<file path="src/rtl/rbc_pkg.sv">
// ----------------------------------------------------------------------------
// rbc_pkg
// shared types and widths for the reconnect backoff controller
// ----------------------------------------------------------------------------
package rbc_pkg;

  localparam int unsigned TimeW     = 32;
  localparam int unsigned ModeW     = 3;
  localparam int unsigned StatusW   = 3;
  localparam int unsigned CountW    = 3;
  localparam int unsigned TimeoutW  = 20;
  localparam int unsigned DelayW    = 16;
  localparam int unsigned NumDelays = 5;
  localparam int unsigned DelayIdxW = 3;
  localparam int unsigned AddrW     = 5;
  localparam int unsigned DataW     = 32;
  localparam int unsigned RegIdxW   = 3;

  localparam logic [CountW-1:0] CountMax = CountW'(4);

  typedef enum logic [ModeW-1:0] {
    MODE_TICK       = 3'd0,
    MODE_LOST       = 3'd1,
    MODE_START      = 3'd2,
    MODE_FAIL       = 3'd3,
    MODE_AUTH       = 3'd4,
    MODE_SET_STATUS = 3'd5,
    MODE_CANCEL     = 3'd6,
    MODE_HS_TIMEOUT = 3'd7
  } mode_e;

  typedef enum logic [StatusW-1:0] {
    ST_OTHER        = 3'd0,
    ST_LOBBY        = 3'd1,
    ST_STARTING     = 3'd2,
    ST_INGAME       = 3'd3,
    ST_RECONNECTING = 3'd4
  } status_e;

  typedef enum logic [RegIdxW-1:0] {
    REG_CLIENT_ROLE  = 3'd0,
    REG_RECV_TIMEOUT = 3'd1,
    REG_DELAY_FIRST  = 3'd2,
    REG_DELAY_SECOND = 3'd3,
    REG_DELAY_THIRD  = 3'd4,
    REG_DELAY_FOURTH = 3'd5,
    REG_DELAY_FIFTH  = 3'd6
  } reg_idx_e;

  typedef struct packed {
    logic                                client_role;
    logic [TimeoutW-1:0]                 receive_timeout_ms;
    logic [NumDelays-1:0][DelayW-1:0]    delay;
  } cfg_t;

  typedef struct packed {
    status_e             status;
    logic                active;
    logic                bootstrap;
    logic [CountW-1:0]   fail_count;
    logic [TimeW-1:0]    deadline;
  } state_t;

  typedef struct packed {
    logic [ModeW-1:0]    mode;
    logic [TimeW-1:0]    now_ms;
    logic [StatusW-1:0]  new_status;
    logic                peer_authenticated;
    logic [TimeW-1:0]    last_receive_ms;
  } item_t;

  typedef struct packed {
    logic [StatusW-1:0]  link_status;
    logic                reconnect_due;
    logic [CountW-1:0]   retry_count;
    logic                attempt_active;
    logic                waiting_bootstrap;
    logic [TimeW-1:0]    next_attempt_ms;
    logic                server_unreachable;
  } result_t;

endpackage

</file>
<file path="src/rtl/rbc_chan_if.sv">
// ----------------------------------------------------------------------------
// rbc channel interfaces
// valid/ready channels for event beats in and result beats out
// ----------------------------------------------------------------------------
interface rbc_evt_if;
  logic                         valid;
  logic                         ready;
  logic [rbc_pkg::ModeW-1:0]    mode;
  logic [rbc_pkg::TimeW-1:0]    now_ms;
  logic [rbc_pkg::StatusW-1:0]  new_status;
  logic                         peer_authenticated;
  logic [rbc_pkg::TimeW-1:0]    last_receive_ms;

  modport source (
    output valid, mode, now_ms, new_status, peer_authenticated, last_receive_ms,
    input  ready
  );
  modport sink (
    input  valid, mode, now_ms, new_status, peer_authenticated, last_receive_ms,
    output ready
  );
endinterface

interface rbc_res_if;
  logic                         valid;
  logic                         ready;
  logic [rbc_pkg::StatusW-1:0]  link_status;
  logic                         reconnect_due;
  logic [rbc_pkg::CountW-1:0]   retry_count;
  logic                         attempt_active;
  logic                         waiting_bootstrap;
  logic [rbc_pkg::TimeW-1:0]    next_attempt_ms;
  logic                         server_unreachable;

  modport source (
    output valid, link_status, reconnect_due, retry_count, attempt_active,
           waiting_bootstrap, next_attempt_ms, server_unreachable,
    input  ready
  );
  modport sink (
    input  valid, link_status, reconnect_due, retry_count, attempt_active,
           waiting_bootstrap, next_attempt_ms, server_unreachable,
    output ready
  );
endinterface

</file>
<file path="src/rtl/rbc_cfg_regs.sv">
// ----------------------------------------------------------------------------
// rbc_cfg_regs
// apb register file: client role, receive timeout and retry delay table
// ----------------------------------------------------------------------------
module rbc_cfg_regs (
  input  logic                       clk_i,
  input  logic                       rst_ni,
  input  logic                       psel,
  input  logic                       penable,
  input  logic                       pwrite,
  input  logic [rbc_pkg::AddrW-1:0]  paddr,
  input  logic [rbc_pkg::DataW-1:0]  pwdata,
  output logic [rbc_pkg::DataW-1:0]  prdata,
  output logic                       pready,
  output rbc_pkg::cfg_t              cfg_o
);

  rbc_pkg::cfg_t     cfg_q;
  rbc_pkg::reg_idx_e reg_idx;
  logic              wr_en;

  assign reg_idx = rbc_pkg::reg_idx_e'(paddr[rbc_pkg::AddrW-1:2]);
  assign wr_en   = psel && penable && pwrite;
  assign pready  = 1'b1;
  assign cfg_o   = cfg_q;

  always_ff @(posedge clk_i or negedge rst_ni) begin
    if (!rst_ni) begin
      cfg_q.client_role        <= 1'b1;
      cfg_q.receive_timeout_ms <= rbc_pkg::TimeoutW'(10000);
      cfg_q.delay[0]           <= rbc_pkg::DelayW'(250);
      cfg_q.delay[1]           <= rbc_pkg::DelayW'(500);
      cfg_q.delay[2]           <= rbc_pkg::DelayW'(1000);
      cfg_q.delay[3]           <= rbc_pkg::DelayW'(2000);
      cfg_q.delay[4]           <= rbc_pkg::DelayW'(5000);
    end else if (wr_en) begin
      unique case (reg_idx)
        rbc_pkg::REG_CLIENT_ROLE:  cfg_q.client_role <= pwdata[0];
        rbc_pkg::REG_RECV_TIMEOUT: begin
          cfg_q.receive_timeout_ms <= pwdata[rbc_pkg::TimeoutW-1:0];
        end
        rbc_pkg::REG_DELAY_FIRST:  cfg_q.delay[0] <= pwdata[rbc_pkg::DelayW-1:0];
        rbc_pkg::REG_DELAY_SECOND: cfg_q.delay[1] <= pwdata[rbc_pkg::DelayW-1:0];
        rbc_pkg::REG_DELAY_THIRD:  cfg_q.delay[2] <= pwdata[rbc_pkg::DelayW-1:0];
        rbc_pkg::REG_DELAY_FOURTH: cfg_q.delay[3] <= pwdata[rbc_pkg::DelayW-1:0];
        rbc_pkg::REG_DELAY_FIFTH:  cfg_q.delay[4] <= pwdata[rbc_pkg::DelayW-1:0];
        default: ;  // unmapped address, write dropped
      endcase
    end
  end

  always_comb begin
    prdata = '0;
    unique case (reg_idx)
      rbc_pkg::REG_CLIENT_ROLE:  prdata = rbc_pkg::DataW'(cfg_q.client_role);
      rbc_pkg::REG_RECV_TIMEOUT: prdata = rbc_pkg::DataW'(cfg_q.receive_timeout_ms);
      rbc_pkg::REG_DELAY_FIRST:  prdata = rbc_pkg::DataW'(cfg_q.delay[0]);
      rbc_pkg::REG_DELAY_SECOND: prdata = rbc_pkg::DataW'(cfg_q.delay[1]);
      rbc_pkg::REG_DELAY_THIRD:  prdata = rbc_pkg::DataW'(cfg_q.delay[2]);
      rbc_pkg::REG_DELAY_FOURTH: prdata = rbc_pkg::DataW'(cfg_q.delay[3]);
      rbc_pkg::REG_DELAY_FIFTH:  prdata = rbc_pkg::DataW'(cfg_q.delay[4]);
      default:                   prdata = '0;
    endcase
  end

endmodule

</file>
<file path="src/rtl/rbc_step.sv">
// ----------------------------------------------------------------------------
// rbc_step
// next-state and result logic for one event
// ----------------------------------------------------------------------------
module rbc_step (
  input  rbc_pkg::cfg_t    cfg_i,
  input  rbc_pkg::state_t  state_i,
  input  rbc_pkg::item_t   item_i,
  output rbc_pkg::state_t  state_o,
  output rbc_pkg::result_t res_o
);

  rbc_pkg::state_t               nx;
  rbc_pkg::mode_e                mode;
  logic                          client;
  logic                          recon;
  logic [rbc_pkg::CountW-1:0]    cnt_inc;
  logic                          fail_path;
  logic [rbc_pkg::DelayW-1:0]    delay_pick;
  logic [rbc_pkg::TimeW-1:0]     deadline_sum;
  logic [rbc_pkg::TimeW-1:0]     silence;
  logic [rbc_pkg::TimeW-1:0]     since_deadline;
  logic                          lost;
  logic                          check;
  logic                          use_add;
  logic                          unreach;
  logic                          due;

  // clamp to the last table entry
  function automatic logic [rbc_pkg::DelayW-1:0] delay_of(
    input rbc_pkg::cfg_t             cfg,
    input logic [rbc_pkg::CountW-1:0] cnt
  );
    logic [rbc_pkg::DelayIdxW-1:0] idx;
    idx = (cnt > rbc_pkg::CountMax) ? rbc_pkg::DelayIdxW'(rbc_pkg::NumDelays - 1)
                                    : rbc_pkg::DelayIdxW'(cnt);
    return cfg.delay[idx];
  endfunction

  assign mode    = rbc_pkg::mode_e'(item_i.mode);
  assign client  = cfg_i.client_role;
  assign recon   = (state_i.status == rbc_pkg::ST_RECONNECTING);
  assign cnt_inc = (state_i.fail_count < rbc_pkg::CountMax)
                   ? state_i.fail_count + rbc_pkg::CountW'(1) : state_i.fail_count;

  // attempt failed: explicit, or handshake timeout in an attempt or reconnect
  assign fail_path = (mode == rbc_pkg::MODE_FAIL) ||
                     ((mode == rbc_pkg::MODE_HS_TIMEOUT) && (state_i.active || recon));

  // one adder serves both schedule paths
  assign delay_pick   = fail_path ? delay_of(cfg_i, cnt_inc)
                                  : delay_of(cfg_i, state_i.fail_count);
  assign deadline_sum = item_i.now_ms + rbc_pkg::TimeW'(delay_pick);

  assign silence = item_i.now_ms - item_i.last_receive_ms;
  assign lost    = silence > rbc_pkg::TimeW'(cfg_i.receive_timeout_ms);
  assign check   = (state_i.status == rbc_pkg::ST_INGAME) ||
                   (client && ((state_i.status == rbc_pkg::ST_LOBBY) ||
                               (state_i.status == rbc_pkg::ST_STARTING)));

  assign since_deadline = item_i.now_ms - state_i.deadline;

  always_comb begin
    nx      = state_i;
    use_add = 1'b0;
    unreach = 1'b0;
    unique case (mode)
      rbc_pkg::MODE_TICK: begin
        if (check && client && item_i.peer_authenticated &&
            (item_i.last_receive_ms != '0) && lost && !recon) begin
          nx.status    = rbc_pkg::ST_RECONNECTING;
          nx.active    = 1'b0;
          nx.bootstrap = 1'b0;
          nx.deadline  = deadline_sum;
          use_add      = 1'b1;
        end
      end
      rbc_pkg::MODE_LOST: begin
        if (!recon) begin
          nx.status    = rbc_pkg::ST_RECONNECTING;
          nx.active    = 1'b0;
          nx.bootstrap = 1'b0;
          nx.deadline  = deadline_sum;
          use_add      = 1'b1;
        end
      end
      rbc_pkg::MODE_START: begin
        nx.active    = 1'b1;
        nx.bootstrap = 1'b0;
        nx.deadline  = '0;
      end
      rbc_pkg::MODE_AUTH: begin
        nx.active    = 1'b0;
        nx.bootstrap = state_i.active || state_i.bootstrap;
        if (!(state_i.active || state_i.bootstrap)) begin
          nx.fail_count = '0;
        end
        nx.deadline  = '0;
      end
      rbc_pkg::MODE_SET_STATUS: begin
        nx.status = (item_i.new_status > rbc_pkg::StatusW'(rbc_pkg::ST_RECONNECTING))
                    ? rbc_pkg::ST_OTHER : rbc_pkg::status_e'(item_i.new_status);
        if (client && (nx.status == rbc_pkg::ST_INGAME) && state_i.bootstrap) begin
          nx.active     = 1'b0;
          nx.bootstrap  = 1'b0;
          nx.fail_count = '0;
          nx.deadline   = '0;
        end
      end
      rbc_pkg::MODE_CANCEL: begin
        nx.active     = 1'b0;
        nx.bootstrap  = 1'b0;
        nx.fail_count = '0;
        nx.deadline   = '0;
      end
      rbc_pkg::MODE_FAIL, rbc_pkg::MODE_HS_TIMEOUT: begin
        if (fail_path) begin
          nx.status     = rbc_pkg::ST_RECONNECTING;
          nx.active     = 1'b0;
          nx.bootstrap  = 1'b0;
          nx.fail_count = cnt_inc;
          nx.deadline   = deadline_sum;
          use_add       = 1'b1;
        end else begin
          unreach = 1'b1;
        end
      end
      default: nx = state_i;
    endcase
  end

  // a freshly scheduled deadline sits delay ms ahead of now, so it is only
  // reached when that delay is zero; otherwise test the held deadline
  assign due = client && (nx.status == rbc_pkg::ST_RECONNECTING) && !nx.active &&
               (nx.deadline != '0) &&
               (use_add ? (delay_pick == '0) : !since_deadline[rbc_pkg::TimeW-1]);

  assign state_o = nx;

  always_comb begin
    res_o.link_status        = nx.status;
    res_o.reconnect_due      = due;
    res_o.retry_count        = nx.fail_count;
    res_o.attempt_active     = nx.active;
    res_o.waiting_bootstrap  = nx.bootstrap;
    res_o.next_attempt_ms    = nx.deadline;
    res_o.server_unreachable = unreach;
  end

endmodule

</file>
<file path="src/rtl/reconnect_backoff_controller_unit.sv">
// ----------------------------------------------------------------------------
// reconnect_backoff_controller_unit
// client link reconnect controller with capped, table-driven retry delay
// ----------------------------------------------------------------------------
// usage:
//   evt_i carries one event beat (mode, now_ms, new_status, peer flag and
//   last receive time); res_o returns exactly one result beat per event, in
//   order. both channels use valid/ready, a beat moves when both are high.
//   the apb port writes client role, receive timeout and the five retry
//   delays; write it only while no event is in flight.
// path: an accepted event beat goes into the input register, then into
//   the result register, which is written together with the link state.
// throughput: one event per cycle while res_o takes its results; the state
//   update is a single 32-bit add for the deadline plus compares, all
//   between the input and result registers.
// stall: when res_o is held off, the result register keeps its beat, the
//   input register takes one more event and then evt_i.ready drops until
//   the result is taken.
// reset: rst_ni clears both pipeline valids, the link state (status other,
//   no attempt, count 0, no deadline) and loads the register defaults.
// ----------------------------------------------------------------------------
module reconnect_backoff_controller_unit (
  input  logic                       clk_i,
  input  logic                       rst_ni,
  rbc_evt_if.sink                    evt_i,
  rbc_res_if.source                  res_o,
  input  logic                       psel,
  input  logic                       penable,
  input  logic                       pwrite,
  input  logic [rbc_pkg::AddrW-1:0]  paddr,
  input  logic [rbc_pkg::DataW-1:0]  pwdata,
  output logic [rbc_pkg::DataW-1:0]  prdata,
  output logic                       pready
);

  rbc_pkg::cfg_t    cfg;
  rbc_pkg::state_t  state_q, state_nx;
  rbc_pkg::item_t   in_item_q;
  rbc_pkg::result_t out_res_q, step_res;
  logic             in_vld_q, in_vld_d;
  logic             out_vld_q, out_vld_d;
  logic             evt_accept;
  logic             out_free;
  logic             advance;

  // configuration registers
  rbc_cfg_regs u_cfg (
    .clk_i   (clk_i),
    .rst_ni  (rst_ni),
    .psel    (psel),
    .penable (penable),
    .pwrite  (pwrite),
    .paddr   (paddr),
    .pwdata  (pwdata),
    .prdata  (prdata),
    .pready  (pready),
    .cfg_o   (cfg)
  );

  // pipeline control: result register free, or being drained this cycle
  assign out_free    = !out_vld_q || res_o.ready;
  assign advance     = in_vld_q && out_free;
  assign evt_i.ready = !in_vld_q || advance;
  assign evt_accept  = evt_i.valid && evt_i.ready;

  always_comb begin
    in_vld_d = in_vld_q;
    if (evt_accept) begin
      in_vld_d = 1'b1;
    end else if (advance) begin
      in_vld_d = 1'b0;
    end
  end

  always_comb begin
    out_vld_d = out_vld_q;
    if (advance) begin
      out_vld_d = 1'b1;
    end else if (res_o.ready) begin
      out_vld_d = 1'b0;
    end
  end

  // input register, payload only
  always_ff @(posedge clk_i) begin
    if (evt_accept) begin
      in_item_q.mode               <= evt_i.mode;
      in_item_q.now_ms             <= evt_i.now_ms;
      in_item_q.new_status         <= evt_i.new_status;
      in_item_q.peer_authenticated <= evt_i.peer_authenticated;
      in_item_q.last_receive_ms    <= evt_i.last_receive_ms;
    end
  end

  // event evaluation against the current link state
  rbc_step u_step (
    .cfg_i   (cfg),
    .state_i (state_q),
    .item_i  (in_item_q),
    .state_o (state_nx),
    .res_o   (step_res)
  );

  // link state moves only when the event moves into the result register
  always_ff @(posedge clk_i or negedge rst_ni) begin
    if (!rst_ni) begin
      in_vld_q           <= 1'b0;
      out_vld_q          <= 1'b0;
      state_q.status     <= rbc_pkg::ST_OTHER;
      state_q.active     <= 1'b0;
      state_q.bootstrap  <= 1'b0;
      state_q.fail_count <= '0;
      state_q.deadline   <= '0;
    end else begin
      in_vld_q  <= in_vld_d;
      out_vld_q <= out_vld_d;
      if (advance) begin
        state_q <= state_nx;
      end
    end
  end

  // result register, payload only
  always_ff @(posedge clk_i) begin
    if (advance) begin
      out_res_q <= step_res;
    end
  end

  assign res_o.valid              = out_vld_q;
  assign res_o.link_status        = out_res_q.link_status;
  assign res_o.reconnect_due      = out_res_q.reconnect_due;
  assign res_o.retry_count        = out_res_q.retry_count;
  assign res_o.attempt_active     = out_res_q.attempt_active;
  assign res_o.waiting_bootstrap  = out_res_q.waiting_bootstrap;
  assign res_o.next_attempt_ms    = out_res_q.next_attempt_ms;
  assign res_o.server_unreachable = out_res_q.server_unreachable;

  // link state must not move while a result beat is stuck at the output
  a_state_hold_on_stall: assert property (
    @(posedge clk_i) disable iff (!rst_ni)
    (out_vld_q && !res_o.ready) |=> $stable(state_q)
  ) else $error("link state changed while result stalled");

  // an attempt in progress never has a pending deadline
  a_active_no_deadline: assert property (
    @(posedge clk_i) disable iff (!rst_ni)
    (out_vld_q && out_res_q.attempt_active) |-> (out_res_q.next_attempt_ms == '0)
  ) else $error("attempt active with a deadline set");

  // a due report only comes while reconnecting with a nonzero deadline
  a_due_consistent: assert property (
    @(posedge clk_i) disable iff (!rst_ni)
    (out_vld_q && out_res_q.reconnect_due) |->
      ((out_res_q.link_status == rbc_pkg::ST_RECONNECTING) &&
       (out_res_q.next_attempt_ms != '0))
  ) else $error("reconnect due outside reconnect");

  // the attempt count saturates
  a_count_cap: assert property (
    @(posedge clk_i) disable iff (!rst_ni)
    advance |=> (state_q.fail_count <= rbc_pkg::CountMax)
  ) else $error("attempt count above cap");

endmodule

</file>
<file path="src/flat_wrapper.sv">
// flat-port wrapper written by rule: the top's interface ports become plain ports
module reconnect_backoff_controller_unit_flat 
  (clk_i, rst_ni, psel, penable, pwrite, paddr, pwdata, prdata, pready, evt_i_valid, evt_i_mode, evt_i_now_ms, evt_i_new_status, evt_i_peer_authenticated, evt_i_last_receive_ms, evt_i_ready, res_o_valid, res_o_link_status, res_o_reconnect_due, res_o_retry_count, res_o_attempt_active, res_o_waiting_bootstrap, res_o_next_attempt_ms, res_o_server_unreachable, res_o_ready);
  rbc_evt_if evt_i_i ();
  rbc_res_if res_o_i ();
  input  logic clk_i;
  input  logic rst_ni;
  input  logic psel;
  input  logic penable;
  input  logic pwrite;
  input  logic [rbc_pkg::AddrW-1:0] paddr;
  input  logic [rbc_pkg::DataW-1:0] pwdata;
  output logic [rbc_pkg::DataW-1:0] prdata;
  output logic pready;
  input wire logic [$bits(evt_i_i.valid)-1:0] evt_i_valid;
  input wire logic [$bits(evt_i_i.mode)-1:0] evt_i_mode;
  input wire logic [$bits(evt_i_i.now_ms)-1:0] evt_i_now_ms;
  input wire logic [$bits(evt_i_i.new_status)-1:0] evt_i_new_status;
  input wire logic [$bits(evt_i_i.peer_authenticated)-1:0] evt_i_peer_authenticated;
  input wire logic [$bits(evt_i_i.last_receive_ms)-1:0] evt_i_last_receive_ms;
  output wire logic [$bits(evt_i_i.ready)-1:0] evt_i_ready;
  output wire logic [$bits(res_o_i.valid)-1:0] res_o_valid;
  output wire logic [$bits(res_o_i.link_status)-1:0] res_o_link_status;
  output wire logic [$bits(res_o_i.reconnect_due)-1:0] res_o_reconnect_due;
  output wire logic [$bits(res_o_i.retry_count)-1:0] res_o_retry_count;
  output wire logic [$bits(res_o_i.attempt_active)-1:0] res_o_attempt_active;
  output wire logic [$bits(res_o_i.waiting_bootstrap)-1:0] res_o_waiting_bootstrap;
  output wire logic [$bits(res_o_i.next_attempt_ms)-1:0] res_o_next_attempt_ms;
  output wire logic [$bits(res_o_i.server_unreachable)-1:0] res_o_server_unreachable;
  input wire logic [$bits(res_o_i.ready)-1:0] res_o_ready;
  assign evt_i_i.valid = evt_i_valid;
  assign evt_i_i.mode = evt_i_mode;
  assign evt_i_i.now_ms = evt_i_now_ms;
  assign evt_i_i.new_status = evt_i_new_status;
  assign evt_i_i.peer_authenticated = evt_i_peer_authenticated;
  assign evt_i_i.last_receive_ms = evt_i_last_receive_ms;
  assign evt_i_ready = evt_i_i.ready;
  assign res_o_valid = res_o_i.valid;
  assign res_o_link_status = res_o_i.link_status;
  assign res_o_reconnect_due = res_o_i.reconnect_due;
  assign res_o_retry_count = res_o_i.retry_count;
  assign res_o_attempt_active = res_o_i.attempt_active;
  assign res_o_waiting_bootstrap = res_o_i.waiting_bootstrap;
  assign res_o_next_attempt_ms = res_o_i.next_attempt_ms;
  assign res_o_server_unreachable = res_o_i.server_unreachable;
  assign res_o_i.ready = res_o_ready;
  reconnect_backoff_controller_unit u_core (.clk_i(clk_i), .rst_ni(rst_ni), .evt_i(evt_i_i), .res_o(res_o_i), .psel(psel), .penable(penable), .pwrite(pwrite), .paddr(paddr), .pwdata(pwdata), .prdata(prdata), .pready(pready));
endmodule
</file>
<file path="config.mk">
export PLATFORM = sky130hd
export DESIGN_NAME = reconnect_backoff_controller_unit_flat
export DESIGN_NICKNAME = d
export VERILOG_FILES = /design/src/rtl/rbc_pkg.sv /design/src/rtl/rbc_chan_if.sv /design/src/rtl/rbc_cfg_regs.sv /design/src/rtl/rbc_step.sv /design/src/rtl/reconnect_backoff_controller_unit.sv /design/src/flat_wrapper.sv
export SDC_FILE = /design/constraint.sdc
export NUM_CORES = 1
export LEC_CHECK = 0
export ABC_AREA = 1
export ABC_CLOCK_PERIOD_IN_PS = 9000
export CAP_MARGIN = 10
export CORE_MARGIN = 3
export CORE_UTILIZATION = 64
export CTS_CLUSTER_SIZE = 8
export DETAILED_ROUTE_END_ITERATION = 12
export DONT_BUFFER_PORTS = 1
export HOLD_SLACK_MARGIN = 0.12
export MAX_ROUTING_LAYER = met4
export PLACE_DENSITY = 0.8
export SYNTH_ARGS = -nofsm -noshare
export SYNTH_HDL_FRONTEND = slang
export SYNTH_SLANG_ARGS = --single-unit
</file>
<file path="constraint.sdc">
create_clock -name clk_i -period 9 [get_ports clk_i]
set_input_delay 0.45 -clock clk_i [delete_from_list [all_inputs] [get_ports clk_i]]
set_output_delay 0.45 -clock clk_i [all_outputs]
set_load 0.005 [all_outputs]
</file>
Word-level counts from Yosys, hierarchy flattened
Cells that the tools add are included.

storage, ports and cells
  logic and storage cells = 132
  output and inout port bits = 77
  bits in registers = 256
  input port bits = 115

cells by class
  eq/ne operators = 19
  $add $sub $neg = 4
  muxes and demuxes = 31
  reduce and logical (&&, ||, !) cells = 45
  magnitude comparators = 7

operators with widths
  kind                  number
  $pmux W32 S5          1
  $pmux W20 S7          1
  $bmux W16 S3          2
  $mux W32              2
  $reduce_bool A32 Y1   2
  $sub A32 B32 Y32      2
  $mux W16              3
  $mux W40              1
  $mux W37              1
  $add A32 B16 Y32      1
  $gt A32 B20 Y1        1
  $eq A3 B3 Y1 const B  9
  $pmux W3 S4           2
  $eq A3 B2 Y1 const B  7
  $logic_and A1 B1 Y1   17
  $logic_not A16 Y1     1
  $mux W3               5
  $pmux W2 S7           1
  $reduce_and A2 Y1     7
  $mux W5               2
  $eq A3 B1 Y1 const B  3
  $gt A3 B3 Y1 const B  3
  $mux W1               9
  $lt A3 B4 Y1 const B  2
  other kinds (9)       21

Longest topological paths before layout
  word-level depth = 16
  depth in mapped cells = 37
  gate-level depth less buffers = 37

By module
Synthesis repeated with hierarchy kept, for this count alone.

second synthesis, totals
  cell total of the unflattened synthesis = 2602
  area, all modules = 18816.8 um^2

modules (own cells, without submodules)
  module                             times used  cells each  area an instance (um^2)  sequential area each (um^2)
  rbc_step                           1           1633        8453.1                   0.0
  rbc_cfg_regs                       1           672         5276.3                   2571.2
  reconnect_backoff_controller_unit  1           297         5087.4                   4444.3

Least setup slack after synthesis
OpenSTA, ideal clock, no wires.

  path type = register to register
  start = register u_core.state_q[32] (netlist bit)
  end = register u_core.out_res_q (netlist bit u_core.res_o.reconnect_due) (data pin)
  library setup time = 252 ps
  cell stages (with the launch flop) = 36
  period minus slack after synthesis = 4756 ps
  arrival time = 4503 ps
  data required time = 8748 ps
  path slack = 4244 ps
  path buffers = 2
  cell sequence = dfrtp_1 > inv_1 > clkbuf_1 > ha_1 > nand2_1 > nor2_1 > inv_1 > clkbuf_1 > o211ai_1 > nand3_1 > o211ai_1 > nand2_1 > inv_1 > ha_1 > inv_1 > fa_1 > inv_1 > nand3_1 > nand2_1 > a21oi_1 > o21ai_0 > nand3_1 > nand2_1 > nand3_1 > nor2_1 > nand2_1 > xor2_1 > inv_1 > nand2_2 > nand2_2 > nor2_1 > nand2_1 > nor2_1 > nand2_1 > nor2_1 > nor2_1

RTL lines
  item                      RTL line                                  text
  start: declaration        reconnect_backoff_controller_unit.sv:37   rbc_pkg::state_t state_q, state_nx;
  start signal: assignment  reconnect_backoff_controller_unit.sv:118  state_q <= state_nx;
  end signal: assignment    reconnect_backoff_controller_unit.sv:126  out_res_q <= step_res;
  end: declaration          reconnect_backoff_controller_unit.sv:39   rbc_pkg::result_t out_res_q, step_res;

==> summary.md <==
| Metric | Value |
|---|---|
| Outcome | completed |
| Initial antenna violation count | 0 |
| DP HPWL | 36,900 um |
| Min Clock Period, post-route | 6190 ps |
| Routability cong. | between 0.9 and 1 |
| Global route overflow | 0 |
| Vias | roughly 16,000 |
| Sequential area share after synthesis | 0.410 |
| Post-Layout Cell Count | 2,693 |
| Core area | 26,100 um2 |
| TritonCTS buffer count | 38 |
| Drc violations | 0 |
| FP Rows | just under 60 |
| First-pass GRT wire length | 82,000 um |
| Worst-case clock skew | slightly above 20 ps |
| Post-synth EDFFs | 113 |
| HP Class | in -> reg |
| Setup CP Type | reg -> reg |
| Die area | 28,700 um2 |
| Worst slew pin tran | 1230 ps |
| Largest net degree at the start of global routing | about 140 |
| Layout Area Growth over Synthesis | 13.4% |
| Post-route ant nets | 0 |
| Most common cell in the netlist | nand2_1 |
| Fraction of registers with async set or reset after synthesis | 0.559 |
| Via density per instance | 6.13 |
| Synth top area cells | edfxtp_1 20%, dfrtp_1 16%, nand2_1 12%, inv_1 7.7%, ha_1 7.2% |
| Yosys warns | 0 |
| Worst skew pair latency | 540 ps |
| Fin area | about 19,000 um2 |
| Placed Instances | 2,529 |
| Max Fanout on Critical Path | 42 |
| Synth Register Bits | 256 |
| Max Fclk | 0.162 GHz |
| IO Port Bufs | 0 |
| Netlist Area Pre-Place | approximately 17,000 um2 |
| Maximum vdd ir drop | 0.164 mV |
| Clock transition at path regs | about 50 ps |
| CTS Sinks | 256 |
| Leak pwr | 9.09 nW |
| Root buffer cell | clkbuf_16 |
| Syn Area/Cell | 7.61 um2 |
| Fin Setup TNS | 0 ps |
| Setup violations, final | 0 |
| Crit share post-route | 0.687 |
| Bufs on Longest Clock Path | 3 |
| CTS tree | yes |
| Slew margin rel. | 0.176 |
| Share of the synthesized area in the top cell type | 0.198 |
| Gr usage total | 0.371 |
| Required time of the critical path | 9280 ps |
| Vias in the first global route | between 15,000 and 20,000 |
| DR iter-0 viols | 2,172 |
| Max cap viols | 0 |
| Detailed Routing Iterations Pass 1 | 6 |
| Wire length per cell | 19.6 um |
| DIE WIDTH | about 170 um |
| I/O pins | 192 |
| Syn Inst Count | 2,248 |
| R2r worst-path depth | 25 |
| CP arrival | 6470 ps |
| Reg2reg setup slack | between 2000 and 3000 ps |
| Count of cell types in the netlist | 56 |
| Slew Viols, Final | 0 |
| Endpoint type of the worst setup path | register |
| Ratio of cells with drive above 1 in the final layout | 0.0653 |
| Startpoint class of the critical path | register |
| Commonest cells post-synth | 542 x nand2_1, 349 x inv_1, 234 x o21ai_0, 171 x nor2_1, 113 x edfxtp_1 |
| Starting Density | 0.655 |
| Final WL | 52,800 um |
| DP Area | between 15,000 and 20,000 um2 |
| Synth area leader | edfxtp_1 |
| Power per cell area | roughly 270 nW/um2 |
| Die H | 169 um |
| RSZ-0062 raised after global routing | no |
| Ant diodes | 0 |
| Layout net count | 2,545 |
| H-tree levels | 2 |
| Hold Path Depth | 3 |
| Post-CTS resize count | 0 |
| Most used DFF post-synth | edfxtp_1 |
| Final hold violation count | 0 |
## metal layers
metal  GRT usage  vias up  wire length, um
met4       0.180        0             2880
met3      0.0636      218             5650
met1       0.486     7567            20700
met2       0.565     1099            23600
met5           -        -                0
li1            -     7611                -
## cell usage in the layout, fill, tap and decap left out, drive strengths merged, types with 6 or more instances in the layout
cell type and n:
a211oi 9, a21oi 104, a221oi 6, buf 14, clkbuf 65, clkinv 7, conb 13, dfrtp 108
dfstp 35, dlygate4sd3 94, edfxtp 113, ha 99, inv 363, nand2 569, nand3 91, nand3b 13
nand4 39, nor2 183, nor3 16, nor4 11, o211ai 14, o21ai 237, o221ai 29, o22ai 36
o311ai 8, xnor2 10, xor2 39
## per-stage QoR
stage	power (mW)	utilization	hold WS [ps]	worst slack, ps
6_report	5.32	0.742	166	2810
5_1_grt	5.65	0.742	189	2410
4_1_cts	5.23	0.742	145	2980
3_5_place_dp	3.83	0.663	159	3010
3_3_place_gp	3.74	0.663	158	3170
2_1_floorplan	3.24	-	154	4240
## timing repair
action / 4_1_cts / 5_1_grt
endpoints found under the hold margin: 305 / 0
buffers inserted: 0 / 0
hold buffers: 95 / 0
## cell families after synthesis
| family | synth area share |
|---|---|
| and+or+nand+nor | 0.231 |
| DFF | 0.410 |
| buffers and inverters | 0.101 |
| adders and majority gates | 0.0748 |
| other | 0.000439 |
| AOI/OAI and AO/OA | 0.157 |
| xor gates and xnor gates | 0.0251 |
## registers in the layout (all words and copies together) (netlist names)
signal and count:
u_core.in_vld_q 1, u_core.res_o.link_status 3, u_core.res_o.reconnect_due 1, u_core.res_o.waiting_bootstrap 1
u_core.res_o.attempt_active 1, u_core.res_o.retry_count 3, u_core.res_o.server_unreachable 1, u_core.in_item_q 71
u_core.u_cfg.cfg_o 101, u_core.state_q 40, u_core.res_o.valid 1, u_core.res_o.next_attempt_ms 32
## where the power goes
group | internal [mW] | switching (mW) | leakage (nW)
registers | 1.52 | 0.170 | 2.82
logic | 0.744 | 1.55 | 5.74
clock network | 0.810 | 0.536 | 0.533
## final timing paths
kind	startpoint	to
setup reg to reg	u_core.state_q[33]	u_core.res_o.reconnect_due
hold / removal	paddr[4]	u_core.u_cfg.cfg_o[100]
max in group asynchronous	rst_ni	u_core.u_cfg.cfg_o[59]
hold reg to reg	u_core.u_cfg.cfg_o[82]	u_core.u_cfg.cfg_o[82]
min in group asynchronous	rst_ni	u_core.state_q[37]
setup / recovery	u_core.state_q[33]	u_core.res_o.reconnect_due
## critical path, stage by stage (launching register included)
cell and delay, ps:
dfrtp_1 620, inv_1 310, ha_1 310, o21ai_4 860, o21ai_0 220, o221ai_1 190, o311ai_0 150, nand2_1 170
inv_1 80, ha_1 340, a21oi_1 180, nand2_1 110, a21boi_0 380, o21ai_0 280, nand2_1 110, o21ai_0 110
xor2_1 440, o22ai_1 150, nor2_1 130, nand2_1 100, nor2_1 120, nand2_1 110, nor2_1 110, nand2_1 60
nor2_1 190, nor2_1 60
## final cells by class
type,instances,area [um2]
Inverter,366,1380
Multi-Input combinational cell,1559,8410
Timing Repair Buffer,108,1070
Clock inverter,4,38.8
Fill cell,1990,6730
Tap cell,335,419
Clock buffer,65,1070
Sequential cell,256,7020
(Power assumes the default switching activity.)
